File: config.mk
export PLATFORM = sky130hd
export DESIGN_NAME = ps2_mouse_packet_decoder_flat
export DESIGN_NICKNAME = d
export VERILOG_FILES = /design/src/rtl/ps2m_pkg.sv /design/src/rtl/ps2m_if.sv /design/src/rtl/ps2_mouse_packet_decoder.sv /design/src/rtl/ps2m_div.sv /design/src/flat_wrapper.sv
export SDC_FILE = /design/constraint.sdc
export NUM_CORES = 1
export LEC_CHECK = 0
export BUFFER_PORTS_ARGS = -buffer_cell sky130_fd_sc_hd__buf_2
export CELL_PAD_IN_SITES_DETAIL_PLACEMENT = 1
export CELL_PAD_IN_SITES_GLOBAL_PLACEMENT = 2
export CORE_MARGIN = 2
export CORE_UTILIZATION = 41
export DETAILED_ROUTE_END_ITERATION = 10
export GPL_TIMING_DRIVEN = 1
export PLACE_DENSITY = 0.92
export SLEW_MARGIN = 40
export SYNTH_ARGS = -nofsm -noshare
export SYNTH_HDL_FRONTEND = slang
export SYNTH_HIERARCHICAL = 1
export SYNTH_SLANG_ARGS = --single-unit
File: constraint.sdc
create_clock -name clk -period 7.9 [get_ports clk]
set_clock_uncertainty 0.2 [all_clocks]
set_input_delay 0.79 -clock clk [delete_from_list [all_inputs] [get_ports clk]]
set_output_delay 0.79 -clock clk [all_outputs]
set_load 0.02 [all_outputs]
File: src/rtl/ps2m_pkg.sv
package ps2m_pkg;

	localparam int unsigned BYTE_W  = 8;
	localparam int unsigned BOUND_W = 10;
	localparam int unsigned SLOW_W  = 5;
	localparam int unsigned CFG_W   = 10;
	localparam int unsigned CFGI_W  = 2;
	localparam int unsigned POS_W   = 15;
	localparam int unsigned CUR_W   = 10;
	localparam int unsigned BTN_N   = 3;
	localparam int unsigned BIDX_W  = 2;

	localparam logic [POS_W-1:0] POS_MAX = POS_W'(1023 * 31);

	localparam logic [CFGI_W-1:0] REG_BOUND_X   = 2'd0;
	localparam logic [CFGI_W-1:0] REG_BOUND_Y   = 2'd1;
	localparam logic [CFGI_W-1:0] REG_SLOWNESS  = 2'd2;
	localparam logic [CFGI_W-1:0] REG_EV_ENABLE = 2'd3;

	localparam logic [BOUND_W-1:0] BOUND_X_RST = 10'd79;
	localparam logic [BOUND_W-1:0] BOUND_Y_RST = 10'd49;
	localparam logic [SLOW_W-1:0]  SLOW_RST    = 5'd10;
	localparam logic [POS_W-1:0]   POS_X_RST   = 15'd40;
	localparam logic [POS_W-1:0]   POS_Y_RST   = 15'd25;

	localparam logic EV_BUTTON = 1'b0;
	localparam logic EV_MOVE   = 1'b1;

	localparam logic [1:0] PH_HEADER = 2'd0;
	localparam logic [1:0] PH_DX     = 2'd1;
	localparam logic [1:0] PH_DY     = 2'd2;

	localparam int unsigned HDR_SYNC_BIT = 3;
	localparam int unsigned HDR_XSIGN    = 4;
	localparam int unsigned HDR_YSIGN    = 5;

endpackage

File: src/rtl/ps2m_if.sv
interface ps2m_in_if import ps2m_pkg::*; ();
	logic              valid;
	logic              ready;
	logic [BYTE_W-1:0] data_byte;
	logic              from_aux;

	modport source (output valid, data_byte, from_aux, input ready);
	modport sink   (input valid, data_byte, from_aux, output ready);
endinterface

interface ps2m_out_if import ps2m_pkg::*; ();
	logic              valid;
	logic              ready;
	logic              event_kind;
	logic [BIDX_W-1:0] button_index;
	logic              button_pressed;
	logic [CUR_W-1:0]  cursor_x;
	logic [CUR_W-1:0]  cursor_y;
	logic              last_event;

	modport source (output valid, event_kind, button_index, button_pressed,
		cursor_x, cursor_y, last_event, input ready);
	modport sink   (input valid, event_kind, button_index, button_pressed,
		cursor_x, cursor_y, last_event, output ready);
endinterface

File: src/rtl/ps2_mouse_packet_decoder.sv
// a header byte with changed buttons, events on, leads to ST_BTN, which offers one button event
// per cycle while the sink takes them; with events on, the third packet byte leads through
// ST_CLAMP_X, ST_CLAMP_Y, ST_DIV_GO, ST_DIV_WAIT and ST_MOVE to a move event; input is taken
// only in ST_IDLE, so the two 15-step bit-serial dividers that scale the positions hold it
// reset: asynchronous, all registers return at once to their power-up values, no clearing pass
module ps2_mouse_packet_decoder import ps2m_pkg::*; (
	input  logic               clk,
	input  logic               arst_n,
	ps2m_in_if.sink            in_ch,
	ps2m_out_if.source         out_ch,
	input  logic               cfg_we,
	input  logic [CFGI_W-1:0]  cfg_index,
	input  logic [CFG_W-1:0]   cfg_data
);

	typedef enum logic [2:0] {
		ST_IDLE,
		ST_BTN,
		ST_CLAMP_X,
		ST_CLAMP_Y,
		ST_DIV_GO,
		ST_DIV_WAIT,
		ST_MOVE
	} state_t;

	state_t state_q;

	logic [BOUND_W-1:0] bound_x_q;
	logic [BOUND_W-1:0] bound_y_q;
	logic [SLOW_W-1:0]  slow_q;
	logic               en_q;

	logic [1:0]         phase_q;
	logic [BYTE_W-1:0]  hdr_q;
	logic [BYTE_W-1:0]  dx_q;
	logic [BYTE_W-1:0]  dy_q;
	logic [BTN_N-1:0]   lv_q;
	logic [BTN_N-1:0]   chg_q;
	logic [POS_W-1:0]   pos_x_q;
	logic [POS_W-1:0]   pos_y_q;

	logic               out_v_q;
	logic               kind_q;
	logic [BIDX_W-1:0]  bidx_q;
	logic               press_q;
	logic [CUR_W-1:0]   cx_q;
	logic [CUR_W-1:0]   cy_q;
	logic               last_q;

	logic               in_fire;
	logic               out_free;
	logic               out_load;
	logic [SLOW_W-1:0]  slow_eff;
	logic [BOUND_W-1:0] bound_sel;
	logic [POS_W-1:0]   lim;
	logic [POS_W+1:0]   sum;
	logic [POS_W-1:0]   clamped;
	logic [BIDX_W-1:0]  btn_idx;
	logic [BTN_N-1:0]   chg_rest;
	logic [BTN_N-1:0]   new_chg;

	logic               div_go;
	logic               busy_x;
	logic               busy_y;
	logic [POS_W-1:0]   quo_x;
	logic [POS_W-1:0]   quo_y;

	assign in_ch.ready = (state_q == ST_IDLE);
	assign in_fire     = in_ch.valid && in_ch.ready;
	assign out_free    = !out_v_q || out_ch.ready;
	assign out_load    = ((state_q == ST_BTN) || (state_q == ST_MOVE)) && out_free;
	assign div_go      = (state_q == ST_DIV_GO);
	assign new_chg     = lv_q ^ in_ch.data_byte[BTN_N-1:0];

	always_comb begin
		slow_eff  = (slow_q == '0) ? SLOW_W'(1) : slow_q;
		bound_sel = (state_q == ST_CLAMP_Y) ? bound_y_q : bound_x_q;
		lim       = POS_W'(POS_W'(bound_sel) * POS_W'(slow_eff));
		if (state_q == ST_CLAMP_Y) begin
			sum = {2'b00, pos_y_q} - {{(POS_W+2-BYTE_W){hdr_q[HDR_YSIGN]}}, dy_q};
		end else begin
			sum = {2'b00, pos_x_q} + {{(POS_W+2-BYTE_W){hdr_q[HDR_XSIGN]}}, dx_q};
		end
		if (sum[POS_W+1]) begin
			clamped = '0;
		end else if (sum[POS_W:0] > {1'b0, lim}) begin
			clamped = lim;
		end else begin
			clamped = sum[POS_W-1:0];
		end
		if (chg_q[0]) begin
			btn_idx = BIDX_W'(0);
		end else if (chg_q[1]) begin
			btn_idx = BIDX_W'(1);
		end else begin
			btn_idx = BIDX_W'(2);
		end
		chg_rest = chg_q & ~(BTN_N'(1) << btn_idx);
	end

	ps2m_div u_div_x (
		.clk      (clk),
		.arst_n   (arst_n),
		.start    (div_go),
		.dividend (pos_x_q),
		.divisor  (slow_eff),
		.busy     (busy_x),
		.quotient (quo_x)
	);

	ps2m_div u_div_y (
		.clk      (clk),
		.arst_n   (arst_n),
		.start    (div_go),
		.dividend (pos_y_q),
		.divisor  (slow_eff),
		.busy     (busy_y),
		.quotient (quo_y)
	);

	always_ff @(posedge clk or negedge arst_n) begin
		if (!arst_n) begin
			state_q   <= ST_IDLE;
			bound_x_q <= BOUND_X_RST;
			bound_y_q <= BOUND_Y_RST;
			slow_q    <= SLOW_RST;
			en_q      <= 1'b0;
			phase_q   <= PH_HEADER;
			hdr_q     <= '0;
			dx_q      <= '0;
			dy_q      <= '0;
			lv_q      <= '0;
			chg_q     <= '0;
			pos_x_q   <= POS_X_RST;
			pos_y_q   <= POS_Y_RST;
			out_v_q   <= 1'b0;
			kind_q    <= EV_BUTTON;
			bidx_q    <= '0;
			press_q   <= 1'b0;
			cx_q      <= '0;
			cy_q      <= '0;
			last_q    <= 1'b0;
		end else begin
			if (out_v_q && out_ch.ready && !out_load) begin
				out_v_q <= 1'b0;
			end
			if (cfg_we) begin
				unique case (cfg_index)
					REG_BOUND_X:   bound_x_q <= cfg_data[BOUND_W-1:0];
					REG_BOUND_Y:   bound_y_q <= cfg_data[BOUND_W-1:0];
					REG_SLOWNESS:  slow_q    <= cfg_data[SLOW_W-1:0];
					REG_EV_ENABLE: begin
						en_q <= cfg_data[0];
						lv_q <= '0;
					end
				endcase
			end
			unique case (state_q)
				ST_IDLE: begin
					if (in_fire && in_ch.from_aux) begin
						unique case (phase_q)
							PH_DX: begin
								dx_q    <= in_ch.data_byte;
								phase_q <= PH_DY;
							end
							PH_DY: begin
								dy_q    <= in_ch.data_byte;
								phase_q <= PH_HEADER;
								state_q <= ST_CLAMP_X;
							end
							default: begin
								if (in_ch.data_byte[HDR_SYNC_BIT]) begin
									hdr_q   <= in_ch.data_byte;
									lv_q    <= in_ch.data_byte[BTN_N-1:0];
									chg_q   <= new_chg;
									phase_q <= PH_DX;
									if (en_q && (new_chg != '0)) begin
										state_q <= ST_BTN;
									end
								end
							end
						endcase
					end
				end
				ST_BTN: begin
					if (out_free) begin
						out_v_q <= 1'b1;
						kind_q  <= EV_BUTTON;
						bidx_q  <= btn_idx;
						press_q <= lv_q[btn_idx];
						cx_q    <= '0;
						cy_q    <= '0;
						last_q  <= (chg_rest == '0);
						chg_q   <= chg_rest;
						if (chg_rest == '0) begin
							state_q <= ST_IDLE;
						end
					end
				end
				ST_CLAMP_X: begin
					pos_x_q <= clamped;
					state_q <= ST_CLAMP_Y;
				end
				ST_CLAMP_Y: begin
					pos_y_q <= clamped;
					state_q <= en_q ? ST_DIV_GO : ST_IDLE;
				end
				ST_DIV_GO: begin
					state_q <= ST_DIV_WAIT;
				end
				ST_DIV_WAIT: begin
					if (!busy_x && !busy_y) begin
						state_q <= ST_MOVE;
					end
				end
				ST_MOVE: begin
					if (out_free) begin
						out_v_q <= 1'b1;
						kind_q  <= EV_MOVE;
						bidx_q  <= '0;
						press_q <= 1'b0;
						cx_q    <= quo_x[CUR_W-1:0];
						cy_q    <= quo_y[CUR_W-1:0];
						last_q  <= 1'b1;
						state_q <= ST_IDLE;
					end
				end
				default: state_q <= ST_IDLE;
			endcase
		end
	end

	assign out_ch.valid          = out_v_q;
	assign out_ch.event_kind     = kind_q;
	assign out_ch.button_index   = bidx_q;
	assign out_ch.button_pressed = press_q;
	assign out_ch.cursor_x       = cx_q;
	assign out_ch.cursor_y       = cy_q;
	assign out_ch.last_event     = last_q;

	a_pos_range: assert property (@(posedge clk) disable iff (!arst_n)
		(pos_x_q <= POS_MAX) && (pos_y_q <= POS_MAX))
		else $error("position beyond largest clamp limit");
	a_btn_pending: assert property (@(posedge clk) disable iff (!arst_n)
		(state_q == ST_BTN) |-> (chg_q != '0))
		else $error("button scan with nothing to report");
	a_move_last: assert property (@(posedge clk) disable iff (!arst_n)
		(out_v_q && (kind_q == EV_MOVE)) |-> last_q)
		else $error("move event not marked last");

endmodule

File: src/rtl/ps2m_div.sv
module ps2m_div import ps2m_pkg::*; (
	input  logic              clk,
	input  logic              arst_n,
	input  logic              start,
	input  logic [POS_W-1:0]  dividend,
	input  logic [SLOW_W-1:0] divisor,
	output logic              busy,
	output logic [POS_W-1:0]  quotient
);

	localparam int unsigned CNT_W = $clog2(POS_W + 1);

	logic              busy_q;
	logic [CNT_W-1:0]  cnt_q;
	logic [SLOW_W-1:0] rem_q;
	logic [SLOW_W-1:0] dsr_q;
	logic [POS_W-1:0]  shf_q;

	logic [SLOW_W:0]   trial;
	logic              q_bit;
	logic [SLOW_W-1:0] rem_nxt;

	always_comb begin
		trial   = {rem_q, shf_q[POS_W-1]};
		q_bit   = (trial >= {1'b0, dsr_q});
		rem_nxt = q_bit ? SLOW_W'(trial - {1'b0, dsr_q}) : trial[SLOW_W-1:0];
	end

	always_ff @(posedge clk or negedge arst_n) begin
		if (!arst_n) begin
			busy_q <= 1'b0;
			cnt_q  <= '0;
			rem_q  <= '0;
			dsr_q  <= SLOW_W'(1);
			shf_q  <= '0;
		end else if (start) begin
			busy_q <= 1'b1;
			cnt_q  <= CNT_W'(POS_W);
			rem_q  <= '0;
			dsr_q  <= divisor;
			shf_q  <= dividend;
		end else if (busy_q) begin
			rem_q <= rem_nxt;
			shf_q <= {shf_q[POS_W-2:0], q_bit};
			cnt_q <= cnt_q - CNT_W'(1);
			if (cnt_q == CNT_W'(1)) begin
				busy_q <= 1'b0;
			end
		end
	end

	assign busy     = busy_q;
	assign quotient = shf_q;

	a_busy_count: assert property (@(posedge clk) disable iff (!arst_n)
		busy_q |-> (cnt_q != '0))
		else $error("divider busy with no steps left");
	a_start_busy: assert property (@(posedge clk) disable iff (!arst_n)
		start |=> busy_q)
		else $error("divider did not start");
	a_rem_range: assert property (@(posedge clk) disable iff (!arst_n)
		busy_q |-> (rem_q < dsr_q))
		else $error("partial remainder not below divisor");

endmodule

File: src/flat_wrapper.sv
// flat-port wrapper written by rule: the top's interface ports become plain ports
module ps2_mouse_packet_decoder_flat import ps2m_pkg::*;
  (clk, arst_n, cfg_we, cfg_index, cfg_data, in_ch_valid, in_ch_data_byte, in_ch_from_aux, in_ch_ready, out_ch_valid, out_ch_event_kind, out_ch_button_index, out_ch_button_pressed, out_ch_cursor_x, out_ch_cursor_y, out_ch_last_event, out_ch_ready);
  ps2m_in_if in_ch_i ();
  ps2m_out_if out_ch_i ();
  input  logic clk;
  input  logic arst_n;
  input  logic cfg_we;
  input  logic [CFGI_W-1:0] cfg_index;
  input  logic [CFG_W-1:0] cfg_data;
  input wire logic [$bits(in_ch_i.valid)-1:0] in_ch_valid;
  input wire logic [$bits(in_ch_i.data_byte)-1:0] in_ch_data_byte;
  input wire logic [$bits(in_ch_i.from_aux)-1:0] in_ch_from_aux;
  output wire logic [$bits(in_ch_i.ready)-1:0] in_ch_ready;
  output wire logic [$bits(out_ch_i.valid)-1:0] out_ch_valid;
  output wire logic [$bits(out_ch_i.event_kind)-1:0] out_ch_event_kind;
  output wire logic [$bits(out_ch_i.button_index)-1:0] out_ch_button_index;
  output wire logic [$bits(out_ch_i.button_pressed)-1:0] out_ch_button_pressed;
  output wire logic [$bits(out_ch_i.cursor_x)-1:0] out_ch_cursor_x;
  output wire logic [$bits(out_ch_i.cursor_y)-1:0] out_ch_cursor_y;
  output wire logic [$bits(out_ch_i.last_event)-1:0] out_ch_last_event;
  input wire logic [$bits(out_ch_i.ready)-1:0] out_ch_ready;
  assign in_ch_i.valid = in_ch_valid;
  assign in_ch_i.data_byte = in_ch_data_byte;
  assign in_ch_i.from_aux = in_ch_from_aux;
  assign in_ch_ready = in_ch_i.ready;
  assign out_ch_valid = out_ch_i.valid;
  assign out_ch_event_kind = out_ch_i.event_kind;
  assign out_ch_button_index = out_ch_i.button_index;
  assign out_ch_button_pressed = out_ch_i.button_pressed;
  assign out_ch_cursor_x = out_ch_i.cursor_x;
  assign out_ch_cursor_y = out_ch_i.cursor_y;
  assign out_ch_last_event = out_ch_i.last_event;
  assign out_ch_i.ready = out_ch_ready;
  ps2_mouse_packet_decoder u_core (.clk(clk), .arst_n(arst_n), .in_ch(in_ch_i), .out_ch(out_ch_i), .cfg_we(cfg_we), .cfg_index(cfg_index), .cfg_data(cfg_data));
endmodule
==> flow_summary.ini, run 1 <==
[setup_path]
cp_cell_sequence = nand3b_1 > mux2i_1 > nor2b_1 > fa_1 > fa_1 > inv_1 > fa_1 > inv_1 > ha_1 > and2_1 > a31oi_1 > o21ai_1 > o41ai_1 > xor2_1 > ha_1 > a2111oi_0 > o21ai_0 > o31a_1 > a31oi_4 > mux2_4 > a22o_1
worst_setup_path_end_kind = register
worst_ep_arrival_time_ns = 7.49
worst_path_largest_cell_delay_ns = 0.63
critical_path.max_fanout = 13
setup.worst_path.class = register to register
critPathMostFrequentCell = fa_1
timing.critical_path.required_ns = 8.07
critical-path-slowest-cell = mux2i_1
critPathLaunchType = register

[timing]
grt_setup_unrepaired = false
final-hold-violation-count = 0
final.setup.tns_ns = 0
clock.fmax_mhz = 137
timing.final.crit_share_pct = 92.6
final_max_slew_viol_count = 0
timing_worst_slew_pin_value_ns = 0.752
layout_setup_ws_ns = 0.585
timing.max_slew.rel_slack_pct = 49.9
final-setup-viol-count = 0
final_period_minus_worst_setup_slack_ns = 7.32

[finish]
antenna-diode-count = 0
fin_nets = 1339
final_design_area_no_fill_mm2 = 0.0126
synthToLayoutAreaGrowth_pct = 10.8
share_of_final_layout_standard_cells_stronger_than_drive_strength_1_pct = 16.0
final-instance-count-excl-fill = 1590

[drt]
drc_errors = 0
detailedRoute.firstIterationViolations = 457
1st_pass_router_iterations = 4
wire_length_after_detailed_routing_um = 30900
post_drt_via_cell_ratio = 5.55
routed-via-count = 8824
drt-wirelength-per-cell_um = 19.4
postRouteAntennaNets = 0

[synthesis]
synthDominantAreaCellType = dfrtp_1
synth-edff-count = 0
synth_async_sr_flop_share_pct = 100
synthesis.yosys.warnings = 6
synthDominantCellAreaShare_pct = 33.8
synth-simple-area-share_pct = 13.7
yosys_most_used_dff = dfrtp_1
seq_area_frac_synth_pct = 37.7
yosys-mux-area-fraction_pct = 9.03
syn-num-nets = 1305
synth_xor_xnor_area_share_pct = 3.30
synth_top_cells_by_area = dfrtp_1 34%, ha_1 9.4%, fa_1 4.9%, mux2_2 4.4%, nand2_1 4.3%
postSynthRegisterBits = 171
share_of_synthesized_cell_area_in_full_adder_half_adder_and_majority_cells_pct = 14.4
syn-mean-instance-area_um2 = 9.80
fraction_of_the_mapped_netlist_area_in_compound_gates_pct = 17.3
combinational_family_with_the_most_area_after_synthesis = compound AO/OA/AOI/OAI gates
synthesis.instances = 1165
mappedNetlistArea_mm2 = 0.0114
yosysUniqueCellTypes = 78

[floorplanning]
placement_rows = 61
floorplan.die.width_um = 171
die_h_um = 171
die_area_mm2 = 0.0292
effective_utilization_at_floorplan_pct = 41.3
core_mm2 = 0.0276
boundaryPins = 53

[global_routing]
grt_overflow = 0
wire_length_of_the_first_global_routing_pass_um = 50600
global_route.usage.total_pct = 22.3
antenna_found_initial = 0
grt_start_max_net_pins = 91
first_global_vias = 9432

[placement]
port_buf_inserts = 52
place.detailed.hpwl_um = 22900
numPlacedInstances = 1558
dp_worst_setup_slack_ns = 0.731
postPlaceCellArea_mm2 = 0.0121
final_weighted_congestion_of_routability_driven_global_placement = 0.848

[clock_tree]
cts_buffers = 17
tritoncts_clock_tree = built
clk_latency_ns = 0.45
cts.root.buffer_cell = clkbuf_16
postCtsHoldBufs = 0
ctsLongestPathBuffers = 2
tritoncts_num_sinks = 171
cts_repair_resize_count = 0
count_of_buffers_added_by_post_cts_timing_repair_for_setup = 0
htreeDepth = 4
cts.clk_slew.worst_paths_ns = 0.07

[run]
max-cap-violations = 0

[min_path]
worst_hold_class = input port to asynchronous set/reset pin

[outcome]
status = completed
-- final cells by class --
type	count	area (µm²)
tap	378	473
fill	3204	15000
clock buffer	18	439
sequential	171	4300
multi-input combinational	858	6600
timing repair buffer	62	350
inverter	89	334
clock inverter	14	145
-- critical path: cells and delay by family, from the launching register on --
family                     cells  cell delay, ns
adders and majority gates      5            2.11
and+or+nand+nor                3            0.92
AOI/OAI and AO/OA              8            2.07
DFF                            1            0.51
xor gates and xnor gates       1            0.31
muxes                          2            0.98
buffers and inverters          2            0.13
-- per-layer routing --
metal	track usage (%)	wire length [µm]
met1	29.2	14500
met4	7.18	597
met3	3.89	959
met2	37.5	14800
met5	0	0
-- state kept, by name, indices dropped and copies added, names as in the netlist, 2 cells and up --
| register | count |
|---|---|
| u_core/bound_x_q | 10 |
| u_core/bound_y_q | 10 |
| u_core/chg_q | 3 |
| u_core/dx_q | 8 |
| u_core/dy_q | 8 |
| u_core/hdr_q | 2 |
| u_core/lv_q | 3 |
| u_core/out_ch.button_index | 2 |
| u_core/out_ch.cursor_x | 10 |
| u_core/out_ch.cursor_y | 10 |
| u_core/phase_q | 2 |
| u_core/pos_x_q | 15 |
| u_core/pos_y_q | 15 |
| u_core/slow_q | 5 |
| u_core/state_q | 3 |
| u_core/u_div_x/cnt_q | 4 |
| u_core/u_div_x/dsr_q | 5 |
| u_core/u_div_x/quotient | 15 |
| u_core/u_div_x/rem_q | 5 |
| u_core/u_div_y/cnt_q | 4 |
| u_core/u_div_y/dsr_q | 5 |
| u_core/u_div_y/quotient | 15 |
| u_core/u_div_y/rem_q | 5 |
-- cell usage after synthesis, types with 9 or more instances --
master,number
o21a_1,9
nor2b_1,29
clkbuf_1,36
fa_1,28
nand2_1,130
nand3_1,23
a311oi_1,11
and2_1,16
ha_1,86
xnor2_1,34
dfstp_2,17
nor2_1,46
mux2i_1,48
mux2_2,45
dfrtp_1,154
a22o_1,29
nand2b_1,14
o21ai_1,30
a21o_1,16
xor2_1,9
nor3_1,11
o21ai_0,69
inv_1,88
a21oi_1,41
-- per-stage QoR --
| stage | hold slack (ns) | util, % |
|---|---|---|
| 4_1_cts | 0.231 | 45.7 |
| 3_5_place_dp | 0.266 | 43.6 |
| 6_report | 0.188 | 45.8 |
| 3_3_place_gp | 0.257 | 43.6 |
| 5_1_grt | 0.233 | 45.8 |
| 2_1_floorplan | 0.255 | - |
-- cell usage in the layout, fill, tap and decap left out, types with 11 or more instances in the layout --
cell type,instances
a22o_1,29
nor2b_1,29
ha_1,86
xnor2_1,34
nor2_1,46
dfrtp_1,154
o21ai_0,69
dfstp_2,17
a21o_1,16
clkbuf_16,17
a311oi_1,11
a21oi_1,41
buf_2,51
nand2_1,129
nand2b_1,14
mux2_2,45
fa_1,28
nor3_1,11
mux2i_1,48
o21ai_1,30
inv_1,88
nand3_1,23
and2_1,16
-- path summary, 6_finish.rpt --
kind                       cells after the start                              endpoint                                 start  slack, ns
min reg2reg                                    1  u_core/out_ch.event_kind$_DFFE_PN0P_  u_core/out_ch.event_kind$_DFFE_PN0P_       0.28
max                                           21         u_core/pos_y_q[3]$_DFFE_PN1P_         u_core/state_q[2]$_DFFE_PN0P_       0.58
min in group clk                               1  u_core/out_ch.event_kind$_DFFE_PN0P_  u_core/out_ch.event_kind$_DFFE_PN0P_       0.28
min                                            1   u_core/u_div_x/cnt_q[0]$_DFFE_PN0P_                                arst_n       0.19
max reg2reg                                   21         u_core/pos_y_q[3]$_DFFE_PN1P_         u_core/state_q[2]$_DFFE_PN0P_       0.58
max in group asynchronous                      2         u_core/pos_x_q[4]$_DFFE_PN0P_                                arst_n       6.12
-- cell families after synthesis --
kind of cell,count (synthesis)
buffers and inverters,136
DFF,171
adders and majority gates,115
and+or+nand+nor,317
muxes,96
AOI/OAI and AO/OA,287
xor gates and xnor gates,43
Power of run 1 is left out: the tool's default activity adds up to more than one toggle a clock period on the data nets, which glitch-free logic cannot reach.
==> run 2, diff against run 1 <==
- CORE_UTILIZATION: 41 -> 44
- PLACE_DENSITY: 0.92 -> 0.95
- clock period: 7.9 -> 8.5 ns (I/O delays scaled with it)
==> flow_summary.ini, run 2 (synthesis gave the netlist of run 1 again) <==
[finish]
fill_cells = 2839
final-instance-count-excl-fill = 1541
antenna-diode-count = 0
fin_nets = 1338
share_of_final_layout_standard_cells_stronger_than_drive_strength_1_pct = 15.8
synthToLayoutAreaGrowth_pct = 10.2
most-common-layout-cells = 154 x dfrtp_1, 129 x nand2_1, 88 x inv_1
mostFrequentLayoutCell = dfrtp_1

[global_routing]
wire_length_of_the_first_global_routing_pass_um = 50500
antenna_found_initial = 0
first_global_vias = 9389
grt_overflow = 0
grt_start_max_net_pins = 91
global_route.usage.total_pct = 23.9

[setup_path]
worst_path_largest_cell_delay_ns = 0.57
timing.critical_path.required_ns = 8.66
critical-path-slowest-cell = nand3b_1
setup.worst_path.class = register to register
worst-path-buf-inv = 1
critPathLaunchType = register
timing.critical_path.max_delay_family = compound AO/OA/AOI/OAI gates
cp_cell_sequence = nand3b_1 > mux2i_1 > nand2b_1 > fa_1 > fa_1 > fa_1 > inv_1 > ha_1 > a211oi_1 > o21ai_1 > nand2_1 > o21ai_1 > o41ai_1 > xor2_1 > ha_1 > a2111oi_0 > o21ai_0 > o31a_1 > a31oi_4 > mux2_4 > a22o_1
worst_ep_arrival_time_ns = 7.51
critical_path.max_fanout = 13
critPathMostFrequentCell = fa_1
worst_setup_path_end_kind = register

[drt]
1st_pass_router_iterations = 5
drc_errors = 0
detailedRoute.firstIterationViolations = 489
drt-wirelength-per-cell_um = 20.3
routed-via-count = 8911
wire_length_after_detailed_routing_um = 31300
postRouteAntennaNets = 0
post_drt_via_cell_ratio = 5.78

[clock_tree]
tritoncts_num_sinks = 171
cts.root.buffer_cell = clkbuf_16
ctsLongestPathBuffers = 2
clk_latency_ns = 0.44
cts_buffers = 17
cts.clk_slew.worst_paths_ns = 0.08
htreeDepth = 4
cts_repair_resize_count = 0
count_of_buffers_added_by_post_cts_timing_repair_for_setup = 0
postCtsHoldBufs = 0
tritoncts_clock_tree = built

[placement]
port_buf_inserts = 52
place.detailed.hpwl_um = 23500
final_weighted_congestion_of_routability_driven_global_placement = 0.855
dp_worst_setup_slack_ns = 1.30
numPlacedInstances = 1509

[floorplanning]
boundaryPins = 53
floorplan.die.width_um = 165
die_h_um = 165
effective_utilization_at_floorplan_pct = 45.1
core_mm2 = 0.0253
placement_rows = 58
die_area_mm2 = 0.0273

[timing]
final.setup.tns_ns = 0
grt_setup_unrepaired = false
clock.fmax_mhz = 136
layout_setup_ws_ns = 1.15
final_max_slew_viol_count = 0
final-setup-viol-count = 0
final_period_minus_worst_setup_slack_ns = 7.35
timing.final.crit_share_pct = 86.5
timing.max_slew.rel_slack_pct = 49.2
timing_worst_slew_pin_value_ns = 0.760
final-hold-violation-count = 0

[min_path]
worst_hold_class = input port to asynchronous set/reset pin

[run]
max-cap-violations = 0

[outcome]
status = completed
==> run 2: final timing paths <==
kind                                                        end  slack [ns]  cells past startpoint                                  from
max                               u_core/pos_y_q[3]$_DFFE_PN1P_        1.15                     21         u_core/state_q[2]$_DFFE_PN0P_
min                         u_core/u_div_x/cnt_q[0]$_DFFE_PN0P_        0.23                      1                                arst_n
max reg2reg                       u_core/pos_y_q[3]$_DFFE_PN1P_        1.15                     21         u_core/state_q[2]$_DFFE_PN0P_
min reg2reg                u_core/out_ch.last_event$_DFFE_PN0P_        0.30                      1  u_core/out_ch.last_event$_DFFE_PN0P_
max in group asynchronous         u_core/pos_y_q[6]$_DFFE_PN0P_        6.65                      2                                arst_n
min in group clk           u_core/out_ch.last_event$_DFFE_PN0P_        0.30                      1  u_core/out_ch.last_event$_DFFE_PN0P_
==> run 2: metrics by stage <==
step                      util, %  area (µm²)  hold slack [ns]
after floorplan                 -       11400            0.255
final                        49.7       12600            0.228
after CTS                    49.6       12600            0.287
after global routing         49.7       12600            0.298
after global placement       47.3       12000            0.262
after detailed placement     47.3       12000            0.280
==> run 2: layout make-up <==
class | instances | area (µm²) | area share [%]
clock buffer | 19 | 433 | 3.44
multi-input combinational | 858 | 6600 | 52.5
inverter | 89 | 334 | 2.65
tap | 330 | 413 | 3.28
clock inverter | 13 | 155 | 1.23
sequential | 171 | 4300 | 34.2
timing repair buffer | 61 | 347 | 2.75
==> run 2: worst reg2reg max path, stage by stage (launching register included) <==
cell       delay (ns)
dfrtp_1          0.52
nand3b_1         0.57
mux2i_1          0.50
nand2b_1         0.20
fa_1             0.45
fa_1             0.52
fa_1             0.54
inv_1            0.04
ha_1             0.24
a211oi_1         0.31
o21ai_1          0.15
nand2_1          0.07
o21ai_1          0.10
o41ai_1          0.38
xor2_1           0.26
ha_1             0.30
a2111oi_0        0.47
o21ai_0          0.18
o31a_1           0.35
a31oi_4          0.36
mux2_4           0.34
a22o_1           0.21
==> run 2: metal layers <==
metal  track usage [%]  vias up  wire (µm)  share of wire [%]
met5                 0        -          0                  0
li1                  -     4171          -                  -
met1              31.6     4560      14400                 46
met2              41.6      149      15500                 49
met3              3.32       31       1030                3.3
met4              5.73        0        414                1.3
Power of run 2 is left out for the same reason.
